$ cat config.mk
export PLATFORM = sky130hd
export DESIGN_NAME = ipv4_dotted_quad_parse_flat
export DESIGN_NICKNAME = d
export VERILOG_FILES = /design/src/rtl/ipv4dq_pkg.sv /design/src/rtl/ipv4dq_char_if.sv /design/src/rtl/ipv4dq_addr_if.sv /design/src/rtl/ipv4dq_step.sv /design/src/rtl/ipv4_dotted_quad_parse.sv /design/src/flat_wrapper.sv
export SDC_FILE = /design/constraint.sdc
export NUM_CORES = 1
export LEC_CHECK = 0
export ABC_AREA = 1
export BUFFER_PORTS_ARGS = -buffer_cell sky130_fd_sc_hd__buf_2
export CORE_ASPECT_RATIO = 1.4
export CORE_MARGIN = 5
export CORE_UTILIZATION = 45
export DETAILED_ROUTE_END_ITERATION = 8
export PLACE_DENSITY = 0.66
export SETUP_SLACK_MARGIN = 0.05
export SLEW_MARGIN = 0
export SYNTH_ARGS = -nofsm -noshare
export SYNTH_HDL_FRONTEND = slang
export SYNTH_SLANG_ARGS = --single-unit
$ cat constraint.sdc
create_clock -name clk_i -period 3.1 [get_ports clk_i]
set_clock_uncertainty 0.05 [all_clocks]
set_input_delay 0.62 -clock clk_i [delete_from_list [all_inputs] [get_ports clk_i]]
set_output_delay 0.62 -clock clk_i [all_outputs]
set_load 0.01 [all_outputs]
$ cat src/rtl/ipv4dq_pkg.sv
// shared types and constants for the ipv4 dotted-quad parser
package ipv4dq_pkg;

  localparam logic [7:0] CharZero = 8'h30;
  localparam logic [7:0] CharNine = 8'h39;
  localparam logic [7:0] CharDot  = 8'h2e;

  localparam logic [9:0] OctetMax   = 10'h0ff;
  localparam logic [1:0] DigitsMax  = 2'd3;
  localparam logic [2:0] UpperCount = 3'd3;

  typedef struct packed {
    logic [9:0]  octet_value;
    logic [1:0]  digit_count;
    logic [2:0]  octets_done;
    logic        leading_zero;
    logic        error_seen;
    logic [23:0] upper_octets;
  } parse_state_t;

endpackage

$ cat src/rtl/ipv4dq_char_if.sv
// input channel: one text character per transfer with a last flag
interface ipv4dq_char_if;
  logic       valid;
  logic       ready;
  logic [7:0] text_char;
  logic       last;

  modport source (output valid, output text_char, output last, input ready);
  modport sink (input valid, input text_char, input last, output ready);
endinterface

$ cat src/rtl/ipv4dq_addr_if.sv
// output channel: parsed address and valid flag per transfer
interface ipv4dq_addr_if;
  logic        valid;
  logic        ready;
  logic [31:0] address;
  logic        valid_res;

  modport source (output valid, output address, output valid_res, input ready);
  modport sink (input valid, input address, input valid_res, output ready);
endinterface

$ cat src/rtl/ipv4dq_step.sv
// next parse state for one character and the result it would give at end of string
module ipv4dq_step (
  input  ipv4dq_pkg::parse_state_t state_i,
  input  logic [7:0]               text_char_i,
  output ipv4dq_pkg::parse_state_t state_o,
  output logic [31:0]              address_o,
  output logic                     valid_res_o
);

  logic       is_digit;
  logic       is_dot;
  logic [3:0] digit;
  logic [9:0] times_ten;
  logic       ok;

  assign is_digit  = (text_char_i >= ipv4dq_pkg::CharZero) &&
                     (text_char_i <= ipv4dq_pkg::CharNine);
  assign is_dot    = (text_char_i == ipv4dq_pkg::CharDot);
  assign digit     = 4'(text_char_i - ipv4dq_pkg::CharZero);
  // value * 10 as shift-and-add, wraps at 10 bits
  assign times_ten = {state_i.octet_value[6:0], 3'b000} +
                     {state_i.octet_value[8:0], 1'b0};

  always_comb begin
    state_o = state_i;
    if (!state_i.error_seen) begin
      if (is_digit) begin
        if (state_i.digit_count == ipv4dq_pkg::DigitsMax) begin
          state_o.error_seen = 1'b1;
        end else if (state_i.digit_count != 2'd0 && state_i.leading_zero) begin
          state_o.error_seen = 1'b1;
        end else begin
          if (state_i.digit_count == 2'd0) begin
            state_o.leading_zero = (digit == 4'd0);
          end
          state_o.octet_value = times_ten + {6'd0, digit};
          state_o.digit_count = state_i.digit_count + 2'd1;
        end
      end else if (is_dot) begin
        if (state_i.digit_count == 2'd0 || state_i.octet_value > ipv4dq_pkg::OctetMax ||
            state_i.octets_done >= ipv4dq_pkg::UpperCount) begin
          state_o.error_seen = 1'b1;
        end else begin
          state_o.upper_octets = {state_i.upper_octets[15:0], state_i.octet_value[7:0]};
          state_o.octets_done  = state_i.octets_done + 3'd1;
          state_o.octet_value  = '0;
          state_o.digit_count  = '0;
          state_o.leading_zero = 1'b0;
        end
      end else begin
        state_o.error_seen = 1'b1;
      end
    end
  end

  assign ok = !state_o.error_seen && (state_o.octets_done == ipv4dq_pkg::UpperCount) &&
              (state_o.digit_count != 2'd0) && (state_o.octet_value <= ipv4dq_pkg::OctetMax);
  assign address_o   = ok ? {state_o.upper_octets, state_o.octet_value[7:0]} : 32'd0;
  assign valid_res_o = ok;

endmodule

$ cat src/rtl/ipv4_dotted_quad_parse.sv
// ipv4 dotted-quad parser top level
// one character accepted per cycle, sustained, while the result side keeps up
// after the last character's transfer the result passes through the input register,
// then through the parse-state update into the result register
// the parse state is a single set of registers updated once per character
// reset clears the input and result valid flags and the parse state; the
// parse state also returns to zero after each last character
module ipv4_dotted_quad_parse (
  input logic          clk_i,
  input logic          rst_ni,
  ipv4dq_char_if.sink  char_i,
  ipv4dq_addr_if.source addr_o
);

  logic                     in_valid_q;
  logic [7:0]               in_char_q;
  logic                     in_last_q;
  logic                     in_adv;
  logic                     out_free;

  ipv4dq_pkg::parse_state_t state_q, state_d;
  logic [31:0]              step_address;
  logic                     step_valid_res;

  logic                     out_valid_q;
  logic [31:0]              out_address_q;
  logic                     out_valid_res_q;

  assign out_free     = !out_valid_q || addr_o.ready;
  // a character without last never needs the result register
  assign in_adv       = in_valid_q && (!in_last_q || out_free);
  assign char_i.ready = !in_valid_q || in_adv;

  always_ff @(posedge clk_i or negedge rst_ni) begin
    if (!rst_ni) begin
      in_valid_q <= 1'b0;
    end else if (char_i.ready) begin
      in_valid_q <= char_i.valid;
    end
  end

  always_ff @(posedge clk_i) begin
    if (char_i.ready && char_i.valid) begin
      in_char_q <= char_i.text_char;
      in_last_q <= char_i.last;
    end
  end

  ipv4dq_step u_step (
    .state_i     (state_q),
    .text_char_i (in_char_q),
    .state_o     (state_d),
    .address_o   (step_address),
    .valid_res_o (step_valid_res)
  );

  always_ff @(posedge clk_i or negedge rst_ni) begin
    if (!rst_ni) begin
      state_q <= '0;
    end else if (in_adv) begin
      state_q <= in_last_q ? '0 : state_d;
    end
  end

  always_ff @(posedge clk_i or negedge rst_ni) begin
    if (!rst_ni) begin
      out_valid_q <= 1'b0;
    end else if (in_adv && in_last_q) begin
      out_valid_q <= 1'b1;
    end else if (addr_o.ready) begin
      out_valid_q <= 1'b0;
    end
  end

  always_ff @(posedge clk_i) begin
    if (in_adv && in_last_q) begin
      out_address_q   <= step_address;
      out_valid_res_q <= step_valid_res;
    end
  end

  assign addr_o.valid     = out_valid_q;
  assign addr_o.address   = out_address_q;
  assign addr_o.valid_res = out_valid_res_q;

  a_invalid_zero: assert property (@(posedge clk_i) disable iff (!rst_ni)
    (out_valid_q && !out_valid_res_q) |-> (out_address_q == 32'd0))
    else $error("rejected string gives a nonzero address");

  a_clear_after_last: assert property (@(posedge clk_i) disable iff (!rst_ni)
    (in_adv && in_last_q) |=> (state_q == '0))
    else $error("parse state not cleared after end of string");

  a_octets_bound: assert property (@(posedge clk_i) disable iff (!rst_ni)
    state_q.octets_done <= ipv4dq_pkg::UpperCount)
    else $error("more than three completed octets");

  a_leading_zero: assert property (@(posedge clk_i) disable iff (!rst_ni)
    !(state_q.leading_zero && state_q.digit_count >= 2'd2 && !state_q.error_seen))
    else $error("multi-digit octet with leading zero not flagged");

  a_no_overwrite: assert property (@(posedge clk_i) disable iff (!rst_ni)
    (out_valid_q && !addr_o.ready) |-> !(in_adv && in_last_q))
    else $error("pending result overwritten");

endmodule

$ cat src/flat_wrapper.sv
// flat-port wrapper written by rule: the top's interface ports become plain ports
module ipv4_dotted_quad_parse_flat 
  (clk_i, rst_ni, char_i_valid, char_i_text_char, char_i_last, char_i_ready, addr_o_valid, addr_o_address, addr_o_valid_res, addr_o_ready);
  ipv4dq_char_if char_i_i ();
  ipv4dq_addr_if addr_o_i ();
  input logic clk_i;
  input logic rst_ni;
  input wire logic [$bits(char_i_i.valid)-1:0] char_i_valid;
  input wire logic [$bits(char_i_i.text_char)-1:0] char_i_text_char;
  input wire logic [$bits(char_i_i.last)-1:0] char_i_last;
  output wire logic [$bits(char_i_i.ready)-1:0] char_i_ready;
  output wire logic [$bits(addr_o_i.valid)-1:0] addr_o_valid;
  output wire logic [$bits(addr_o_i.address)-1:0] addr_o_address;
  output wire logic [$bits(addr_o_i.valid_res)-1:0] addr_o_valid_res;
  input wire logic [$bits(addr_o_i.ready)-1:0] addr_o_ready;
  assign char_i_i.valid = char_i_valid;
  assign char_i_i.text_char = char_i_text_char;
  assign char_i_i.last = char_i_last;
  assign char_i_ready = char_i_i.ready;
  assign addr_o_valid = addr_o_i.valid;
  assign addr_o_address = addr_o_i.address;
  assign addr_o_valid_res = addr_o_i.valid_res;
  assign addr_o_i.ready = addr_o_ready;
  ipv4_dotted_quad_parse u_core (.clk_i(clk_i), .rst_ni(rst_ni), .char_i(char_i_i), .addr_o(addr_o_i));
endmodule
# Word-level counts from Yosys, hierarchy flattened

Index checks and enable logic that the tools add are counted.

Multiplexer cells: 21
Reduce and logical (&&, ||, !) cells: 24
Add/sub/neg operators: 5
Equality and inequality tests: 8
$lt $le $gt $ge: 5

Operators with widths:

| operator              | number |
|---|---|
| $mux W41              | 2 |
| $mux W24              | 3 |
| $mux W12              | 3 |
| $mux W16              | 2 |
| $add A10 B10 Y10      | 1 |
| $add A10 B4 Y10       | 1 |
| $gt A10 B8 Y1 const B | 1 |
| $le A10 B8 Y1 const B | 1 |
| $mux W1               | 9 |
| $ne A3 B2 Y1 const B  | 3 |
| $eq A8 B6 Y1 const B  | 1 |
| $ge A8 B6 Y1 const B  | 1 |
| $le A8 B6 Y1 const B  | 1 |
| $logic_and A1 B1 Y1   | 8 |
| $reduce_and A7 Y1     | 1 |
| $reduce_bool A2 Y1    | 3 |
| $logic_or A1 B1 Y1    | 5 |
| $logic_not A1 Y1      | 4 |
| $logic_not A4 Y1      | 1 |
| $sub A4 B1 Y4 const B | 1 |
| $add A3 B1 Y3 const B | 1 |
| $eq A3 B2 Y1 const B  | 1 |
| $ge A3 B2 Y1 const B  | 1 |
| $mux W3               | 1 |
| other kinds (7)       | 7 |

Register bits after elaboration: 85
Bits of input ports: 13
Word-level logic and storage cells: 75
Output and inout bits: 35

# Logic depth before layout (Yosys ltp)

Gate-level depths: netlist of the first run.

Word-level depth: 11
Mapped depth: 14
Depth with buffers taken out: 13

# Modules after synthesis

Synthesis of the first run repeated with hierarchy kept, for this count alone.

Cells, all modules: 549
Area, all modules: 4707.0 µm²

Modules (own cells, without submodules):

| module                 | cells each | area each (µm²) | seq. area each (µm²) | instances |
|---|---|---|---|---|
| ipv4_dotted_quad_parse | 229        | 2897.8          | 2337.2               | 1 |
| ipv4dq_step            | 320        | 1809.2          | 0.0                  | 1 |

# Worst setup path after synthesis of the first run

No wires, ideal clock.

Path kind: reg-to-reg
Start point: register u_core.in_char_q[3]
End point: register u_core.out_address_q[10] (netlist: u_core.addr_o.address[10]), data pin
Period minus slack after synthesis: 2.584 ns
Data required time: 2.785 ns
Cell stages (with the launch flop): 13
Library setup time: 0.265 ns
Arrival: 2.269 ns
Slack: 0.516 ns
Buffers on the path: 1
Cell sequence: edfxtp_1 -> inv_1 -> fa_1 -> fa_1 -> inv_1 -> nand4_1 -> nand3_1 -> nand2_1 -> nand3_1 -> nand2_1 -> nand4_4 -> buf_6 -> nor2_4

Word-level cells in the longest chain between the ends: 8
Elaborated cells between the ends (all ways): 23
Those cells by class: add/sub: 2; order compare: 3; eq/ne: 2; mux: 10; reduce/logical: 6

RTL lines:

| element                                              | line                                 | text |
|---|---|---|
| start, declared                                      | ipv4_dotted_quad_parse.sv:16         | `logic [7:0] in_char_q;` |
| start signal, assigned                               | ipv4_dotted_quad_parse.sv:44         | `in_char_q <= char_i.text_char;` |
| $sub A4 B1 Y4 (tied with other cells)                | ipv4dq_step.sv:19                    | `assign digit = 4'(text_char_i - ipv4dq_pkg::CharZero);` |
| $add A10 B4 Y10 (tied with other cells)              | ipv4dq_step.sv:36                    | `state_o.octet_value = times_ten + {6'd0, digit};` |
| $mux W12 (tied with other cells)                     | ipv4dq_step.sv:30                    | `end else if (state_i.digit_count != 2'd0 && state_i.leading_zero) begin` |
| $mux W12 or $mux W41 (tied branches)                 | ipv4dq_step.sv:28, ipv4dq_step.sv:26 |  |
| $mux W12 (tied with other cells)                     | ipv4dq_step.sv:27                    | `if (is_digit) begin` |
| $mux W41 (*)                                         | ipv4dq_step.sv:26                    | `if (!state_i.error_seen) begin` |
| $le A10 B8 Y1 or $logic_and A1 B1 Y1 (tied branches) | ipv4dq_step.sv:57, ipv4dq_step.sv:56 |  |
| $logic_and A1 B1 Y1                                  | ipv4dq_step.sv:57                    | `(state_o.digit_count != 2'd0) && (state_o.octet_value <= ipv4dq_pkg::OctetMax);` |
| end signal, assigned                                 | ipv4_dotted_quad_parse.sv:77         | `out_address_q <= step_address;` |
| end, declared                                        | ipv4_dotted_quad_parse.sv:26         | `logic [31:0] out_address_q;` |

Every way passes the cells marked *; elsewhere a longest branch is shown, timed or not. The select of a mux whose other input is x is not followed.
A chain may end at the register's enable or synchronous reset.

# Worst setup path after layout of the first run

Start point: register u_core.in_char_q[3]
End point: register u_core.out_address_q[3] (netlist: u_core.addr_o.address[3]), data pin

The elaborated chain is that of the path after synthesis.

==> impl_metrics.env, run 1 <==
export IMPL_critPathMaxStageDelay_ns=0.47
export IMPL_die_h_um=127
export IMPL_ys_types=31
export IMPL_initial_core_util_pct=46.1
export IMPL_numCtsBuffers=9
export IMPL_final_cell_mix="nand2_1, inv_1, buf_2, dfrtp_1"
export IMPL_wl_per_cell_um=14.3
export IMPL_synth_fa_ha_area_share_pct=6.05
export IMPL_yosys_area_share_simple_pct=22.0
export IMPL_io_buffers=47
export IMPL_muxShareOfSynthArea_pct=0
export IMPL_row_count=42
export IMPL_cp_required_ns=3.14
export IMPL_cts_root_buf="clkbuf_16"
export IMPL_hp_class="in2reg"
export IMPL_via_per_inst=5.05
export IMPL_yosys_area_share_xor_xnor_pct=0.200
export IMPL_synth_seq_area_share_pct=53.3
export IMPL_ant_nets=0
export IMPL_nNetsFinal=544
export IMPL_timing_final_crit_share_pct=89.1
export IMPL_post_cts_setup_buffers=0
export IMPL_tightest_slew_ns=1.03
export IMPL_start_kind="flip-flop"
export IMPL_cts_sinks=85
export IMPL_synth_top_family_by_area="simple AND/OR/NAND/NOR gates"
export IMPL_critical_path_class="reg2reg"
export IMPL_period_needed_ns=2.76
export IMPL_p_per_area_nw_per_um2=502
export IMPL_clkLatencyLatePin_ns=0.34
export IMPL_yosys_top_cells_area="edfxtp_1, dfrtp_1, nand2_1, inv_1, ha_1"
export IMPL_place_ws_ns=0.368
export IMPL_grt_pass1_vias=3289
export IMPL_switching_share_pct=22.6
export IMPL_worst_endpoint_arrival_ns=2.80
export IMPL_power_frac_seq_pct=48.5
export IMPL_final_hold_violation_count=0
export IMPL_ctsHtreeMaxLevel=3
export IMPL_syn_inst=458
export IMPL_syn_area_um2=4380
export IMPL_grt_util_met2_pct=29.6
export IMPL_gr_usage_met1_pct=18.3
export IMPL_vdd_drop_max_v=0.000316
export IMPL_combPwrFrac_pct=7.1
export IMPL_yosysTopAreaCellShare_pct=28.8
export IMPL_rsz0062_at_grt="false"
export IMPL_fmax_mhz=362
export IMPL_cts_max_path_buffers=2
export IMPL_crit_path_top_delay_cell="fa_1"
export IMPL_drv_slew=0
export IMPL_ys_warn_count=0
export IMPL_synth_largest_area_cell="edfxtp_1"
export IMPL_antenna_found_initial=0
export IMPL_finalSetupTns_ns=0
export IMPL_track_usage_pct=16.9
export IMPL_gp_congestion=0.819
export IMPL_post_route_worst_setup_slack_ns=0.337
export IMPL_finalSetupViolCount=0
export IMPL_num_vias=3275
export IMPL_path_clk_slew_ns=0.06
export IMPL_grt_pass1_wl_mm=15.5
export IMPL_crit_path_max_fanout=21
export IMPL_max_slew_margin_rel_pct=31.5
export IMPL_cts_tree="built"
export IMPL_p_leak_nw=2.32
export IMPL_grt_max_degree=44
export IMPL_drc=0
export IMPL_maxCapViolCount=0
export IMPL_ioPinCount=48
export IMPL_chipWidth_um=93.4
export IMPL_power_switching_w=0.000580
export IMPL_p_int_w=0.00199
export IMPL_wirelength_mm=9.30
export IMPL_layout_drive_gt1_share_pct=23.1
export IMPL_dieArea_um2=11800
export IMPL_syn_nets=491
export IMPL_met3_usage_pct=4.15
export IMPL_synth_compound_area_share_pct=10.4
export IMPL_worstSetupEndpointType="flip-flop"
export IMPL_n_fill_cell=859
export IMPL_grt_busiest_layer="met2"
export IMPL_overflow=0
export IMPL_cts_resized=0
export IMPL_coreArea_um2=9510
export IMPL_hpwl_mm=6.71
export IMPL_status="finished, final reports clean"
export IMPL_p_clk_share_pct=44.4
export IMPL_synthToLayoutAreaGrowth_pct=16.8
export IMPL_final_common_cell="nand2_1"
export IMPL_cts_hold_buffers=0
export IMPL_antennaDiodeCount=0
export IMPL_ys_ff_latch=85
export IMPL_synth_area_per_cell_um2=9.57
export IMPL_timing_critical_path_cells="inv_1 -> fa_1 -> fa_1 -> inv_1 -> nand4_1 -> nand3_1 -> nand2_1 -> nand3_1 -> nand2_1 -> nand4_4 -> buf_12 -> nor2_1"
export IMPL_drt_pass1_iterations=4
export IMPL_drt_initial_drc_count=158
## registers in the layout, summed over array words and instances, names as in the netlist
register,cells
u_core.addr_o.valid_res,1
u_core.in_last_q,1
u_core.addr_o.address,32
u_core.in_char_q,8
u_core.addr_o.valid,1
u_core.state_q,41
u_core.in_valid_q,1
## worst paths after layout
check / slack, ns / to / start / cells after the start
max: 0.34 / u_core.addr_o.address[3] / u_core.in_char_q[3] / 12
max in group asynchronous: 1.96 / u_core.state_q[32] / rst_ni / 1
min: 0.40 / u_core.in_char_q[7] / char_i_text_char[7] / 1
max reg2reg: 0.34 / u_core.addr_o.address[3] / u_core.in_char_q[3] / 12
min in group asynchronous: 0.41 / u_core.state_q[28] / rst_ni / 1
min reg2reg: 0.44 / u_core.state_q[21] / u_core.state_q[21] / 2
## Yosys cell counts, drive strengths merged
library cell	n
clkbuf	10
a22o	1
a211oi	1
or2	2
xor2	1
edfxtp	42
inv	68
nor4	1
nand3	21
o21ai	43
dfrtp	43
ha	18
o211ai	3
a21oi	8
clkinv	2
fa	2
nand2	101
nor2	51
o22ai	26
nand4	9
buf	5
## layer usage
metal	up-vias	wire length, µm	part of all wire (%)
met5	-	0	0
met4	0	370	4.0
met3	22	386	4.2
met2	81	4940	53
met1	1545	3600	39
li1	1627	-	-
## worst max-delay path, delay by kind of cell (launching register included)
family / cells / cell delay [ns]
flip-flops: 1 / 0.44
adder cells (fa/ha/maj): 2 / 0.93
AND/OR/NAND/NOR: 7 / 0.63
buffers and inverters: 3 / 0.43
## through the flow
| stage | instance area, µm² | total power, W | util [%] | hold WS [ns] | instances |
|---|---|---|---|---|---|
| 5_1_grt | 5120 | 0.00265 | 53.8 | 0.393 | 648 |
| 3_3_place_gp | 4810 | 0.00145 | 50.5 | 0.414 | 632 |
| 4_1_cts | 5120 | 0.00258 | 53.8 | 0.393 | 648 |
| 3_5_place_dp | 4810 | 0.00145 | 50.5 | 0.420 | 632 |
| 2_1_floorplan | 4380 | 0.00137 | - | 0.274 | 458 |
| 6_report | 5120 | 0.00257 | 53.8 | 0.400 | 648 |
## power groups by stage
stage	sequential (W)	combinational, W	clock (W)
floorplan	0.00127	0.0000957	0
global placement	0.00127	0.000182	0
detailed placement	0.00127	0.000185	0
CTS	0.00124	0.000185	0.00115
global route	0.00125	0.000203	0.00120
finish	0.00124	0.000182	0.00114
## final cells by class
type	count	area (µm²)	share of cell area, %
clock buffer	12	236	4.62
timing repair buffer	57	348	6.80
tap	132	165	3.23
multi-input combinational	288	1690	33.1
clock inverter	4	73.8	1.44
sequential	85	2340	45.7
inverter	70	263	5.13
## cells by family after synthesis
| kind of cell | after synthesis |
|---|---|
| AO/OA/AOI/OAI | 82 |
| buffers and inverters | 85 |
| XOR/XNOR | 1 |
| AND/OR/NAND/NOR | 185 |
| flip-flops | 85 |
| adder cells (fa/ha/maj) | 20 |
(Power assumes the default switching activity.)
==> run 2: changes to the inputs <==
- RECOVER_POWER: unset -> 50
==> impl_metrics.env, run 2 (synthesis gave the netlist of run 1 again) <==
export IMPL_status="complete, but fails checks"
export IMPL_violations="capacitance limit, slew limit"
export IMPL_gp_congestion=0.819
export IMPL_ioPinCount=48
export IMPL_cts_max_path_buffers=2
export IMPL_drc=0
export IMPL_antennaDiodeCount=0
export IMPL_grt_max_degree=44
export IMPL_numCtsBuffers=9
export IMPL_synthToLayoutAreaGrowth_pct=15.3
export IMPL_nNetsFinal=544
export IMPL_die_h_um=127
export IMPL_post_route_worst_setup_slack_ns=0.327
export IMPL_cts_sinks=85
export IMPL_final_area_um2=5050
export IMPL_worstSetupEndpointType="flip-flop"
export IMPL_dieArea_um2=11800
export IMPL_cts_root_buf="clkbuf_16"
export IMPL_path_clk_slew_ns=0.06
export IMPL_cts_hold_buffers=0
export IMPL_clkLatencyLatePin_ns=0.34
export IMPL_start_kind="flip-flop"
export IMPL_power_switching_w=0.000574
export IMPL_drt_initial_drc_count=139
export IMPL_cp_required_ns=3.13
export IMPL_overflow=0
export IMPL_wl_per_cell_um=14.4
export IMPL_tightest_slew_ns=2.47
export IMPL_final_cell_mix="nand2_1, inv_1, dfrtp_1, o21ai_0, edfxtp_1"
export IMPL_antenna_found_initial=0
export IMPL_num_vias=3260
export IMPL_drt_pass1_iterations=4
export IMPL_worst_endpoint_arrival_ns=2.81
export IMPL_grt_pass1_wl_mm=15.5
export IMPL_dp_cells=632
export IMPL_drv_slew=44
export IMPL_max_slew_margin_rel_pct=-64.9
export IMPL_postLayoutCoreUtil_pct=53.1
export IMPL_p_leak_nw=2.22
export IMPL_maxCapViolCount=1
export IMPL_crit_path_max_fanout=21
export IMPL_place_ws_ns=0.368
export IMPL_timing_final_crit_share_pct=89.5
export IMPL_finalSetupViolCount=0
export IMPL_track_usage_pct=16.9
export IMPL_vdd_drop_max_v=0.000314
export IMPL_hold_depth=1
export IMPL_grt_pass1_vias=3289
export IMPL_final_hold_violation_count=0
export IMPL_initial_core_util_pct=46.1
export IMPL_period_needed_ns=2.77
export IMPL_switching_share_pct=22.5
export IMPL_placed_area_um2=4810
export IMPL_rr_worst_depth=12
export IMPL_ctsHtreeMaxLevel=3
export IMPL_largest_register="u_core.state_q"
export IMPL_final_instance_count_excl_fill=648
export IMPL_cts_resized=0
export IMPL_rsz0062_at_grt="false"
export IMPL_via_per_inst=5.03
export IMPL_post_cts_setup_buffers=0
export IMPL_wirelength_mm=9.31
export IMPL_hpwl_mm=6.71
export IMPL_layout_drive_gt1_share_pct=15.5
export IMPL_largest_reg_flops=41
export IMPL_power_frac_seq_pct=48.8
export IMPL_p_int_w=0.00198
export IMPL_p_per_area_nw_per_um2=505
export IMPL_combPwrFrac_pct=6.8
export IMPL_coreArea_um2=9510
export IMPL_chipWidth_um=93.4
export IMPL_cts_tree="built"
export IMPL_fmax_mhz=361
export IMPL_io_buffers=47
export IMPL_final_common_cell="nand2_1"
export IMPL_finalSetupTns_ns=0
export IMPL_ant_nets=0
export IMPL_p_clk_share_pct=44.4
export IMPL_row_count=42
export IMPL_critical_path_class="reg2reg"
export IMPL_hp_class="in2reg"
[run 2: layout make-up]
type / instances / area (µm²)
clock buffer: 12 / 236
fill: 881 / 4460
inverter: 70 / 263
sequential: 85 / 2340
clock inverter: 4 / 73.8
timing repair buffer: 57 / 303
tap: 132 / 165
multi-input combinational: 288 / 1670
[run 2: power groups by stage]
stage               clock [W]  sequential [W]  combinational (W)
detailed placement          0         0.00127           0.000185
global placement            0         0.00127           0.000182
finish                0.00113         0.00125           0.000174
global route          0.00120         0.00125           0.000195
CTS                   0.00115         0.00124           0.000185
floorplan                   0         0.00127          0.0000957
[run 2: per-layer routing]
metal / share of wire, % / global-route usage (%) / vias up / wire length, µm
met4: 3.8 / 9.92 / 0 / 350
met2: 54 / 29.6 / 75 / 4990
met1: 39 / 18.3 / 1540 / 3600
met3: 4.0 / 4.15 / 18 / 376
met5: 0 / 0 / - / 0
li1: - / - / 1627 / -
[run 2: final timing paths]
| check | slack [ns] | from | end |
|---|---|---|---|
| worst max-delay path | 0.33 | u_core.in_char_q[3] | u_core.addr_o.address[3] |
| worst min-delay path | 0.40 | char_i_text_char[7] | u_core.in_char_q[7] |
| worst max register to register | 0.33 | u_core.in_char_q[3] | u_core.addr_o.address[3] |
| worst min register to register | 0.44 | u_core.state_q[21] | u_core.state_q[21] |
| max in group asynchronous | 0.60 | rst_ni | u_core.state_q[32] |
| min in group asynchronous | 0.99 | rst_ni | u_core.state_q[28] |
[run 2: critical path, cell delays in order, from the launching register on]
cell	delay [ns]
edfxtp_1	0.44
inv_1	0.14
fa_1	0.47
fa_1	0.46
inv_1	0.09
nand4_1	0.12
nand3_1	0.09
nand2_1	0.05
nand3_1	0.07
nand2_1	0.11
nand4_4	0.15
buf_12	0.20
nor2_1	0.06
[run 2: stage by stage]
step / hold WS [ns] / power [W]
2_1_floorplan: 0.274 / 0.00137
3_3_place_gp: 0.414 / 0.00145
3_5_place_dp: 0.420 / 0.00145
4_1_cts: 0.393 / 0.00258
5_1_grt: 0.393 / 0.00265
6_report: 0.402 / 0.00255
==> run 3: changes to the inputs <==
- CELL_PAD_IN_SITES_DETAIL_PLACEMENT: unset -> 1
- CELL_PAD_IN_SITES_GLOBAL_PLACEMENT: unset -> 1
- PLACE_DENSITY: 0.66 -> 0.81
- clock period: 3.1 -> 2.6 ns (I/O delays scaled with it)
==> impl_metrics.env, run 3 (synthesis gave the netlist of run 1 again) <==
export IMPL_wirelength_mm=12.7
export IMPL_seqCellArea_um2=2340
export IMPL_ant_nets=0
export IMPL_gp_congestion=0.849
export IMPL_maxCapViolCount=0
export IMPL_io_buffers=47
export IMPL_synthToLayoutAreaGrowth_pct=24.5
export IMPL_post_route_worst_setup_slack_ns=-0.0731
export IMPL_status="complete, but fails checks"
export IMPL_drc=0
export IMPL_timing_final_crit_share_pct=103
export IMPL_period_needed_ns=2.67
export IMPL_grt_pass1_wl_mm=20.3
export IMPL_cts_hold_buffers=0
export IMPL_coreArea_um2=9510
export IMPL_row_count=42
export IMPL_num_vias=3642
export IMPL_max_slew_margin_rel_pct=43.2
export IMPL_critical_path_class="reg2reg"
export IMPL_antenna_found_initial=0
export IMPL_final_hold_violation_count=0
export IMPL_overflow=0
export IMPL_grt_pass1_vias=4104
export IMPL_final_common_cell="nand2_1"
export IMPL_rsz0062_at_grt="true"
export IMPL_drt_pass1_iterations=4
export IMPL_worstSetupEndpointType="flip-flop"
export IMPL_hp_class="in2async"
export IMPL_p_per_area_nw_per_um2=557
export IMPL_ioPinCount=48
export IMPL_crit_path_max_fanout=5
export IMPL_power_w=0.00304
export IMPL_finalSetupViolCount=19
export IMPL_n_fill_cell=1094
export IMPL_start_kind="flip-flop"
export IMPL_die_h_um=127
export IMPL_layout_drive_gt1_share_pct=28.6
export IMPL_grt_max_degree=35
export IMPL_final_cell_mix="nand2_1, inv_1, edfxtp_1, dfrtp_1, o21ai_0"
export IMPL_wl_per_cell_um=18.7
export IMPL_ctsHtreeMaxLevel=3
export IMPL_dieArea_um2=11800
export IMPL_clkLatencyLatePin_ns=0.35
export IMPL_cts_max_path_buffers=2
export IMPL_largest_reg_flops=41
export IMPL_tightest_slew_ns=0.851
export IMPL_cp_required_ns=2.76
export IMPL_via_per_inst=5.37
export IMPL_multiInputGateArea_um2=1810
export IMPL_antennaDiodeCount=0
export IMPL_cts_sinks=85
export IMPL_hpwl_mm=8.30
export IMPL_drt_initial_drc_count=151
export IMPL_numCtsBuffers=9
export IMPL_violations="setup timing"
export IMPL_nNetsFinal=574
export IMPL_path_clk_slew_ns=0.06
export IMPL_cts_root_buf="clkbuf_16"
export IMPL_track_usage_pct=22.2
export IMPL_vdd_drop_max_v=0.000412
export IMPL_fmax_mhz=374
export IMPL_place_ws_ns=-0.0840
export IMPL_largest_register="u_core.state_q"
export IMPL_chipWidth_um=93.4
export IMPL_p_leak_nw=2.40
export IMPL_drv_slew=0
export IMPL_initial_core_util_pct=46.1
export IMPL_worst_endpoint_arrival_ns=2.84
export IMPL_cts_tree="built"
## run 3: area by class of cell
cell class                 instances  share of cell area, %
clock buffer                       9                   4.13
clock inverter                     7                   1.31
inverter                          70                   4.86
multi-input combinational        288                   33.2
sequential                        85                   42.9
tap                              132                   3.03
timing repair buffer              87                   10.6
## run 3: path summary, 6_finish.rpt
kind | to | start | cells past startpoint | slack (ns)
worst min-delay path | u_core.state_q[21] | rst_ni | 1 | 0.20
worst max-delay path | u_core.addr_o.address[29] | u_core.in_char_q[3] | 15 | -0.07
worst max register to register | u_core.addr_o.address[29] | u_core.in_char_q[3] | 15 | -0.07
max in group asynchronous | u_core.state_q[28] | rst_ni | 2 | 0.97
min in group clk_i | u_core.in_last_q | char_i_last | 1 | 0.30
worst min register to register | u_core.state_q[18] | u_core.state_q[18] | 2 | 0.44
## run 3: power by group
| group | total, W | leakage, nW | switching (W) | internal, W |
|---|---|---|---|---|
| combinational | 0.000252 | 1.25 | 0.000174 | 0.0000780 |
| clock | 0.00130 | 0.150 | 0.000557 | 0.000748 |
| sequential | 0.00148 | 0.997 | 0.0000239 | 0.00146 |
## run 3: timing repair
item	in CTS	in global routing
setup buffers	9	3
pin swaps	7	11
endpoints found under the setup margin	34	34
gates resized for setup	26	16
cloned	3	0
## run 3: per-layer routing
layer | GRT usage (%) | vias up | routed length, µm
met5 | 0 | - | 0
met4 | 11.8 | 0 | 569
met3 | 4.32 | 44 | 387
met2 | 42.3 | 87 | 7150
met1 | 21.9 | 1820 | 4550
li1 | - | 1691 | -
## run 3: per-stage QoR
stage | utilization [%] | setup TNS, ns | instances | hold slack (ns) | area (µm²)
global placement | 51.7 | 0 | 649 | 0.385 | 4920
floorplan | - | 0 | 458 | 0.174 | 4390
global route | 57.4 | -3.74 | 678 | 0.260 | 5460
finish | 57.4 | -0.980 | 678 | 0.201 | 5460
detailed placement | 51.7 | -1.68 | 649 | 0.401 | 4920
CTS | 57.3 | -0.00193 | 677 | 0.0329 | 5450
## run 3: critical path, stage by stage, from the launching register on
cell	delay, ns
edfxtp_1	0.37
inv_2	0.06
fa_2	0.62
inv_2	0.07
ha_4	0.15
a21oi_1	0.17
nand2_2	0.11
nand2_2	0.09
nand2_1	0.05
nand2_1	0.07
nand3_2	0.07
nand2_2	0.09
nand4_4	0.16
buf_12	0.18
buf_16	0.13
nor2_4	0.08
